## config.mk

```make
export PLATFORM = sky130hd
export DESIGN_NAME = sha256_byte_stream_hasher
export DESIGN_NICKNAME = d
export VERILOG_FILES = /design/src/hdl/sha_pkg.sv /design/src/hdl/sha256_byte_stream_hasher.sv /design/src/hdl/sha_round.sv
export SDC_FILE = /design/constraint.sdc
export NUM_CORES = 2
export LEC_CHECK = 0
export ABC_AREA = 1
export ABC_CLOCK_PERIOD_IN_PS = 26800
export BUFFER_PORTS_ARGS = -buffer_cell sky130_fd_sc_hd__buf_2
export CAP_MARGIN = 30
export CORE_UTILIZATION = 25
export CTS_BUF_LIST = sky130_fd_sc_hd__clkbuf_2 sky130_fd_sc_hd__clkbuf_4 sky130_fd_sc_hd__clkbuf_8
export DETAILED_ROUTE_END_ITERATION = 10
export PLACE_DENSITY = 0.38
export SLEW_MARGIN = 20
export SYNTH_ARGS = -nofsm -noshare
export SYNTH_HDL_FRONTEND = slang
export SYNTH_SLANG_ARGS = --single-unit
```

## constraint.sdc

```tcl
create_clock -name clk -period 26.8 [get_ports clk]
set_input_delay 1.34 -clock clk [delete_from_list [all_inputs] [get_ports clk]]
set_output_delay 1.34 -clock clk [all_outputs]
set_load 0.05 [all_outputs]
```

## src/hdl/sha_pkg.sv

```systemverilog
package sha_pkg;

  typedef struct packed {
    logic [31:0] a;
    logic [31:0] b;
    logic [31:0] c;
    logic [31:0] d;
    logic [31:0] e;
    logic [31:0] f;
    logic [31:0] g;
    logic [31:0] h;
  } work_vars_t;

  typedef enum logic [2:0] {
    PAD_MARK = 3'b001,
    PAD_ZERO = 3'b010,
    PAD_LEN  = 3'b100
  } pad_phase_t;

  localparam logic [7:0] PAD_MARKER = 8'h80;
  localparam int unsigned LEN_POS   = 56;

  function automatic logic [31:0] rotr(input logic [31:0] x, input int unsigned n);
    logic [63:0] dbl;
    dbl = {x, x} >> n;
    return dbl[31:0];
  endfunction

  function automatic logic [31:0] big_sigma0(input logic [31:0] x);
    return rotr(x, 2) ^ rotr(x, 13) ^ rotr(x, 22);
  endfunction

  function automatic logic [31:0] big_sigma1(input logic [31:0] x);
    return rotr(x, 6) ^ rotr(x, 11) ^ rotr(x, 25);
  endfunction

  function automatic logic [31:0] small_sigma0(input logic [31:0] x);
    return rotr(x, 7) ^ rotr(x, 18) ^ (x >> 3);
  endfunction

  function automatic logic [31:0] small_sigma1(input logic [31:0] x);
    return rotr(x, 17) ^ rotr(x, 19) ^ (x >> 10);
  endfunction

  function automatic logic [31:0] init_hash(input logic [2:0] i);
    logic [31:0] r;
    case (i)
      3'd0: r = 32'h6a09e667;
      3'd1: r = 32'hbb67ae85;
      3'd2: r = 32'h3c6ef372;
      3'd3: r = 32'ha54ff53a;
      3'd4: r = 32'h510e527f;
      3'd5: r = 32'h9b05688c;
      3'd6: r = 32'h1f83d9ab;
      default: r = 32'h5be0cd19;
    endcase
    return r;
  endfunction

  function automatic logic [31:0] round_const(input logic [5:0] i);
    logic [31:0] r;
    case (i)
      6'd0: r = 32'h428a2f98;  6'd1: r = 32'h71374491;
      6'd2: r = 32'hb5c0fbcf;  6'd3: r = 32'he9b5dba5;
      6'd4: r = 32'h3956c25b;  6'd5: r = 32'h59f111f1;
      6'd6: r = 32'h923f82a4;  6'd7: r = 32'hab1c5ed5;
      6'd8: r = 32'hd807aa98;  6'd9: r = 32'h12835b01;
      6'd10: r = 32'h243185be; 6'd11: r = 32'h550c7dc3;
      6'd12: r = 32'h72be5d74; 6'd13: r = 32'h80deb1fe;
      6'd14: r = 32'h9bdc06a7; 6'd15: r = 32'hc19bf174;
      6'd16: r = 32'he49b69c1; 6'd17: r = 32'hefbe4786;
      6'd18: r = 32'h0fc19dc6; 6'd19: r = 32'h240ca1cc;
      6'd20: r = 32'h2de92c6f; 6'd21: r = 32'h4a7484aa;
      6'd22: r = 32'h5cb0a9dc; 6'd23: r = 32'h76f988da;
      6'd24: r = 32'h983e5152; 6'd25: r = 32'ha831c66d;
      6'd26: r = 32'hb00327c8; 6'd27: r = 32'hbf597fc7;
      6'd28: r = 32'hc6e00bf3; 6'd29: r = 32'hd5a79147;
      6'd30: r = 32'h06ca6351; 6'd31: r = 32'h14292967;
      6'd32: r = 32'h27b70a85; 6'd33: r = 32'h2e1b2138;
      6'd34: r = 32'h4d2c6dfc; 6'd35: r = 32'h53380d13;
      6'd36: r = 32'h650a7354; 6'd37: r = 32'h766a0abb;
      6'd38: r = 32'h81c2c92e; 6'd39: r = 32'h92722c85;
      6'd40: r = 32'ha2bfe8a1; 6'd41: r = 32'ha81a664b;
      6'd42: r = 32'hc24b8b70; 6'd43: r = 32'hc76c51a3;
      6'd44: r = 32'hd192e819; 6'd45: r = 32'hd6990624;
      6'd46: r = 32'hf40e3585; 6'd47: r = 32'h106aa070;
      6'd48: r = 32'h19a4c116; 6'd49: r = 32'h1e376c08;
      6'd50: r = 32'h2748774c; 6'd51: r = 32'h34b0bcb5;
      6'd52: r = 32'h391c0cb3; 6'd53: r = 32'h4ed8aa4a;
      6'd54: r = 32'h5b9cca4f; 6'd55: r = 32'h682e6ff3;
      6'd56: r = 32'h748f82ee; 6'd57: r = 32'h78a5636f;
      6'd58: r = 32'h84c87814; 6'd59: r = 32'h8cc70208;
      6'd60: r = 32'h90befffa; 6'd61: r = 32'ha4506ceb;
      6'd62: r = 32'hbef9a3f7; default: r = 32'hc67178f2;
    endcase
    return r;
  endfunction

endpackage

```

## src/hdl/sha256_byte_stream_hasher.sv

```systemverilog
// SHA-256 over a byte stream. One byte is taken per transfer on s_axis; a
// transfer with tlast ends the message, and tuser low marks a transfer with no
// byte (use it alone with tlast to hash an empty message). Every 64th byte
// starts a block compression (loading the block memory into the schedule
// window, 64 rounds at one per cycle, then read-add-write into the chain hash
// memory), during which s_tready is low. On the end of message the padding
// bytes are generated internally at one per cycle while no compression runs,
// with an idle step before the length field, followed by one or two
// compressions, and then the eight digest words leave on m_axis, H0 first;
// each word is read from the chain memory only after the previous word has
// been accepted. The block then starts over for the next message.
module sha256_byte_stream_hasher
  import sha_pkg::*;
(
  input  logic        clk,
  input  logic        rst,
  input  logic        s_tvalid,
  output logic        s_tready,
  input  logic [7:0]  s_tdata,   // msg_byte
  input  logic        s_tuser,   // byte_present
  input  logic        s_tlast,   // end_of_message
  output logic        m_tvalid,
  input  logic        m_tready,
  output logic [39:0] m_tdata,   // digest_word, word_index, zero fill
  output logic        m_tlast    // last_word
);

  typedef enum logic [7:0] {
    ST_IDLE  = 8'b0000_0001,
    ST_PAD   = 8'b0000_0010,
    ST_LOAD  = 8'b0000_0100,
    ST_ROUND = 8'b0000_1000,
    ST_FINAL = 8'b0001_0000,
    ST_ERD   = 8'b0010_0000,
    ST_ELD   = 8'b0100_0000,
    ST_EHOLD = 8'b1000_0000
  } state_t;

  state_t      state;
  logic [5:0]  cnt;
  logic [5:0]  pos;
  logic [63:0] bit_count;
  logic [23:0] acc;
  logic        pad_active;
  logic        final_blk;
  pad_phase_t  pad_phase;

  logic [31:0] block_mem [16];
  logic [31:0] chain_mem [8];
  logic [31:0] blk_rdata;
  logic [31:0] ch_rdata;
  logic [2:0]  ch_ridx;
  logic [7:0]  ch_valid;
  logic [31:0] ch_eff;

  logic [31:0] win [16];
  work_vars_t  vars;
  work_vars_t  vars_next;
  logic [31:0] w_new;

  logic        wr_en;
  logic [7:0]  wr_byte;
  logic        s_xfer;
  logic [5:0]  pos_inc;
  logic [2:0]  emit_idx;
  logic [31:0] out_word;

  logic        blk_re;
  logic [3:0]  blk_raddr;
  logic        ch_re;
  logic [2:0]  ch_raddr;
  logic        ch_we;
  logic [2:0]  ch_waddr;
  logic [31:0] ch_wdata;

  assign s_tready = (state == ST_IDLE);
  assign s_xfer   = s_tvalid && s_tready;
  assign pos_inc  = pos + 6'd1;
  assign ch_eff   = ch_valid[ch_ridx] ? ch_rdata : init_hash(ch_ridx);
  assign m_tdata  = {5'd0, emit_idx, out_word};
  assign m_tlast  = (emit_idx == 3'd7);

  sha_round u_round (
    .vars      (vars),
    .k         (round_const(cnt)),
    .w0        (win[0]),
    .w1        (win[1]),
    .w9        (win[9]),
    .w14       (win[14]),
    .vars_next (vars_next),
    .w_new     (w_new)
  );

  // byte source: input transfer or padding generator
  always_comb begin
    wr_en   = 1'b0;
    wr_byte = s_tdata;
    if (state == ST_IDLE) begin
      wr_en = s_xfer && s_tuser;
    end else if (state == ST_PAD) begin
      case (pad_phase)
        PAD_MARK: begin
          wr_en   = 1'b1;
          wr_byte = PAD_MARKER;
        end
        PAD_ZERO: begin
          wr_en   = (pos != 6'(LEN_POS));
          wr_byte = 8'd0;
        end
        default: begin
          wr_en   = 1'b1;
          wr_byte = 8'(bit_count >> {~pos[2:0], 3'b000});
        end
      endcase
    end
  end

  always_comb begin
    blk_re    = (state == ST_LOAD) && (cnt < 6'd16);
    blk_raddr = cnt[3:0];
    ch_re     = 1'b0;
    ch_raddr  = cnt[2:0];
    ch_we     = 1'b0;
    ch_waddr  = cnt[2:0] - 3'd1;
    ch_wdata  = ch_eff + vars.a;
    unique case (state)
      ST_LOAD:  ch_re = (cnt < 6'd8);
      ST_FINAL: begin
        ch_re = (cnt < 6'd8);
        ch_we = (cnt != 6'd0);
      end
      ST_ERD: begin
        ch_re    = 1'b1;
        ch_raddr = emit_idx;
      end
      default: ;
    endcase
  end

  always_ff @(posedge clk) begin
    if (wr_en && pos[1:0] == 2'd3) begin
      block_mem[pos[5:2]] <= {acc, wr_byte};
    end
    if (blk_re) begin
      blk_rdata <= block_mem[blk_raddr];
    end
    if (ch_we) begin
      chain_mem[ch_waddr] <= ch_wdata;
    end
    if (ch_re) begin
      ch_rdata <= chain_mem[ch_raddr];
      ch_ridx  <= ch_raddr;
    end
  end

  // datapath registers
  always_ff @(posedge clk) begin
    if (wr_en) begin
      acc <= {acc[15:0], wr_byte};
    end
    unique case (state)
      ST_LOAD: begin
        if (cnt != 6'd0) begin
          for (int i = 0; i < 15; i++) win[i] <= win[i + 1];
          win[15] <= blk_rdata;
        end
        if (cnt != 6'd0 && cnt <= 6'd8) begin
          vars <= {vars.b, vars.c, vars.d, vars.e, vars.f, vars.g, vars.h, ch_eff};
        end
      end
      ST_ROUND: begin
        vars <= vars_next;
        for (int i = 0; i < 15; i++) win[i] <= win[i + 1];
        win[15] <= w_new;
      end
      ST_FINAL: begin
        if (cnt != 6'd0) begin
          vars <= {vars.b, vars.c, vars.d, vars.e, vars.f, vars.g, vars.h, 32'd0};
        end
      end
      ST_ELD: out_word <= ch_eff;
      default: ;
    endcase
  end

  always_ff @(posedge clk) begin
    if (rst) begin
      state      <= ST_IDLE;
      cnt        <= '0;
      pos        <= '0;
      bit_count  <= '0;
      pad_active <= 1'b0;
      final_blk  <= 1'b0;
      pad_phase  <= PAD_MARK;
      ch_valid   <= '0;
      emit_idx   <= '0;
      m_tvalid   <= 1'b0;
    end else begin
      if (wr_en) begin
        pos <= pos_inc;
      end
      unique case (state)
        ST_IDLE: begin
          if (s_xfer) begin
            if (s_tuser) begin
              bit_count <= bit_count + 64'd8;
            end
            pad_active <= s_tlast;
            pad_phase  <= PAD_MARK;
            cnt        <= '0;
            if (s_tuser && pos_inc == 6'd0) begin
              state <= ST_LOAD;
            end else if (s_tlast) begin
              state <= ST_PAD;
            end
          end
        end
        ST_PAD: begin
          cnt <= '0;
          case (pad_phase)
            PAD_MARK: pad_phase <= PAD_ZERO;
            PAD_ZERO: if (pos == 6'(LEN_POS)) pad_phase <= PAD_LEN;
            default: ;
          endcase
          if (pad_phase == PAD_LEN) begin
            final_blk <= 1'b1;
          end
          if (wr_en && pos_inc == 6'd0) begin
            state <= ST_LOAD;
          end
        end
        ST_LOAD: begin
          if (cnt == 6'd16) begin
            cnt   <= '0;
            state <= ST_ROUND;
          end else begin
            cnt <= cnt + 6'd1;
          end
        end
        ST_ROUND: begin
          cnt <= cnt + 6'd1;
          if (cnt == 6'd63) begin
            state <= ST_FINAL;
          end
        end
        ST_FINAL: begin
          if (cnt != 6'd0) begin
            ch_valid[ch_waddr] <= 1'b1;
          end
          if (cnt == 6'd8) begin
            cnt      <= '0;
            emit_idx <= '0;
            if (final_blk) begin
              state <= ST_ERD;
            end else if (pad_active) begin
              state <= ST_PAD;
            end else begin
              state <= ST_IDLE;
            end
          end else begin
            cnt <= cnt + 6'd1;
          end
        end
        ST_ERD: state <= ST_ELD;
        ST_ELD: begin
          m_tvalid <= 1'b1;
          state    <= ST_EHOLD;
        end
        ST_EHOLD: begin
          if (m_tready) begin
            m_tvalid <= 1'b0;
            emit_idx <= emit_idx + 3'd1;
            if (emit_idx == 3'd7) begin
              // message done, start over
              ch_valid   <= '0;
              pos        <= '0;
              bit_count  <= '0;
              pad_active <= 1'b0;
              final_blk  <= 1'b0;
              state      <= ST_IDLE;
            end else begin
              state <= ST_ERD;
            end
          end
        end
        default: state <= ST_IDLE;
      endcase
    end
  end

endmodule

```

## src/hdl/sha_round.sv

```systemverilog
module sha_round
  import sha_pkg::*;
(
  input  work_vars_t  vars,
  input  logic [31:0] k,
  input  logic [31:0] w0,
  input  logic [31:0] w1,
  input  logic [31:0] w9,
  input  logic [31:0] w14,
  output work_vars_t  vars_next,
  output logic [31:0] w_new
);

  logic [31:0] t1;
  logic [31:0] t2;
  logic [31:0] ch;
  logic [31:0] mj;

  always_comb begin
    ch = (vars.e & vars.f) ^ (~vars.e & vars.g);
    mj = (vars.a & vars.b) ^ (vars.a & vars.c) ^ (vars.b & vars.c);
    t1 = vars.h + big_sigma1(vars.e) + ch + k + w0;
    t2 = big_sigma0(vars.a) + mj;
    vars_next.a = t1 + t2;
    vars_next.b = vars.a;
    vars_next.c = vars.b;
    vars_next.d = vars.c;
    vars_next.e = vars.d + t1;
    vars_next.f = vars.e;
    vars_next.g = vars.f;
    vars_next.h = vars.g;
    // schedule word sixteen rounds ahead
    w_new = w0 + small_sigma0(w1) + w9 + small_sigma1(w14);
  end

endmodule

```

==> results.ini <==
[status]
status=completed

[sta]
tns_ns=0
setup_violations=0
slew_headroom_pct=26.0
worst_pin_slew_ns=1.11
hold_viol=0
finalMaxSlewViolations=0
fin_crit_sh_pct=28.5
rsz0062_at_grt=false
finalWorstSetupSlack_ns=19.16
layout_min_cycle_time_ns=7.64
skew_ns=0.102
fmax_mhz=131

[pwr]
vdd_drop_max_uv=132
p_per_area_nw_per_um2=119
leakagePower_nw=36.4

[global_route]
grt_overflow=0
grt_pass1_vias=61494
grtUsageTotal_pct=17.6
antenna_found_initial=20
grt_pass1_wl_um=450000
grt_start_max_net_pins=184

[logic_synthesis]
synth_edf_count=1659
syn_avg_cell_area_um2=10.6
synth_top_cell_by_area=edfxtp_1
synth_cell_type_count=62
synthFlopType=edfxtp_1
synth-seq-cells=1789
ys_seq_area_share_pct=60.2
synthTopCellsByArea=edfxtp_1 (57%), nand2_1 (6.2%), o21ai_0 (4.7%)
async_reset_ff_share_pct=0
ys_warn_count=0
synth.most_common_cell=edfxtp_1
yosysTopAreaCellShare_pct=57.2
netlist_instances=8187
synth_commonest_cells=edfxtp_1 (1659), nand2_1 (1448), o21ai_0 (819), nor2_1 (816), inv_1 (783)
syn-cell-area_um2=87100

[floorplan]
fp.coreArea_um2=346000
dieArea_um2=351000
die_width_um=592
io_pins=57
die_y_um=592
num_rows=216
start_util_pct=25.1

[min_path]
min_to=win[0][170]
hp-start=win[0][202]
whs_path_depth=0
min_path_type=register to register

[drt]
routedWlPerCell_um=23.9
drtPass1Iterations=5
first_iter_violations=5354
drtAntennaViolNets=0
drc=0
wl_um=316000
vias=61652
routed_via_density=4.67

[placed_design]
dpl_cell_area_um2=92900
hpwl_um=218000
place_ws_ns=19.16
io_buffer_count=51
place.gp.congestion=0.881
dp.cells=12579

[setup_path]
reg2reg_to=vars[246]
r2r-start=vars[101]
critPathLaunchType=register
end_kind=register
cpMostUsedCell=inv_1
crit_required_ns=27.57
cp_max_fo=7
critPathBufInv=6
slowest_delay_ns=0.78
rr_worst_depth=27
critPathSlowestCell=edfxtp_1
r2r_slack_ns=19.16
crit_arrival_ns=8.41
cpLargestDelayFamily=adder cells
worst-setup-path-type=register to register

[final_layout]
area_growth_pct=14.4
drive_above_1_share_pct=9.69
nets=8740
fin_cells=13203
design_area_um2=99700

[clock_network]
cts_repair_resize_count=0
hold_buffers=0
clock_sinks=1789
cts-buffers-inserted=341
cts_tree=yes
htreeDepth=5
clk_latency_ns=1.09
clockBufferDepth=4
cts-root-buf=clkbuf_8
clk_pin_slew_ns=0.07
post_cts_buffers=0

[flow_run]
drv_cap=0

per-stage QoR:
step	hold WS, ns	power, mW	utilization (%)
2_1_floorplan	0.400	7.09	-
3_3_place_gp	0.400	9.25	26.7
3_5_place_dp	0.405	9.16	26.8
4_1_cts	0.331	11.9	28.7
5_1_grt	0.391	12.7	28.8
6_report	0.395	11.8	28.8
layer usage:
layer	vias up	wire (um)	track usage, %
li1	28698	-	-
met1	30908	147000	24.8
met2	1645	145000	28.6
met3	401	15500	2.49
met4	0	7410	4.17
met5	-	0	0
worst register-to-register path, stage by stage, from the launching register on:
cell and delay (ns):
edfxtp_1 0.78, xnor2_1 0.19, xor2_1 0.20, fa_1 0.51, inv_1 0.06, fa_1 0.49, inv_1 0.05, fa_1 0.48
inv_1 0.05, ha_1 0.40, nand2_1 0.14, nor4_1 0.64, a21oi_1 0.21, inv_1 0.14, a21oi_1 0.09, or2_2 0.28
nand2_1 0.15, inv_1 0.09, fa_1 0.53, inv_1 0.04, ha_1 0.34, nand2_1 0.13, nor4_1 0.67, nand3_1 0.15
o221ai_1 0.29, a21oi_1 0.10, o21ai_0 0.11, nand2_1 0.06
registers in the layout (all words and copies together), names as in the netlist, 6 cells and up:
name / cells
blk_rdata: 32
state: 8
ch_rdata: 32
out_word: 32
win: 512
pos: 6
bit_count: 61
u_round.k: 32
block_mem: 512
chain_mem: 256
vars: 256
ch_valid: 8
cnt: 6
acc: 24
worst max path at each step:
stage          startpoint        end  slack [ns]  cells past startpoint
3_3_place_gp    vars[122]  vars[255]       19.10                     29
2_1_floorplan      cnt[0]    vars[0]        6.87                     10
5_1_grt         vars[122]  vars[255]       18.61                     30
4_1_cts         vars[122]  vars[255]       19.08                     29
3_5_place_dp    vars[122]  vars[255]       19.16                     29
6_report        vars[101]  vars[246]       19.16                     27
where the power goes:
part	internal, mW	leakage, nW	switching [mW]
registers	3.23	16.0	0.105
clock network	1.44	3.48	1.23
logic	1.70	16.9	4.12
total	6.37	36.4	5.46
area by class of cell:
class,instances,area [um^2]
fillers,36219,247000
clock buffers,464,5670
diodes,10,25.0
inverters,798,3010
repair buffers,176,1420
clock inverters,136,915
multi-input cells,5252,30500
flip-flops and latches,1789,52400
well taps,4578,5730
layout by cell type (no fill, tap or decap), types with 35 or more instances in the layout:
master    netlist  layout
o21ai_0       819     816
nand2_1      1448    1445
fa_1          188     188
nand4_1        83      83
nor3_1         91      86
buf_4          13     104
clkinv_2        0      35
edfxtp_1     1659    1659
xor2_1        201     201
clkinv_1        2      75
nand3_1       387     387
inv_1         783     777
dfxtp_1       130     126
a21oi_1       330     330
buf_2          39      53
clkbuf_4        0     120
xnor2_1       152     152
clkbuf_8        0     349
nor2_1        816     798
o22ai_1       240     239
ha_1          180     180
cells by family (layout without fill, tap and decap cells):
| family | after synthesis | in the layout | synth area share, % |
|---|---|---|---|
| other | 1 | 15 | 0.00431 |
| AND/OR/NAND/NOR | 2923 | 2923 | 14.0 |
| buffers and inverters | 1150 | 1574 | 5.15 |
| AO/OA/AOI/OAI | 1584 | 1584 | 10.0 |
| XOR/XNOR | 353 | 353 | 3.55 |
| flip-flops | 1789 | 1789 | 60.2 |
| adder cells (fa/ha/maj) | 387 | 387 | 7.13 |
(Power assumes the default switching activity.)
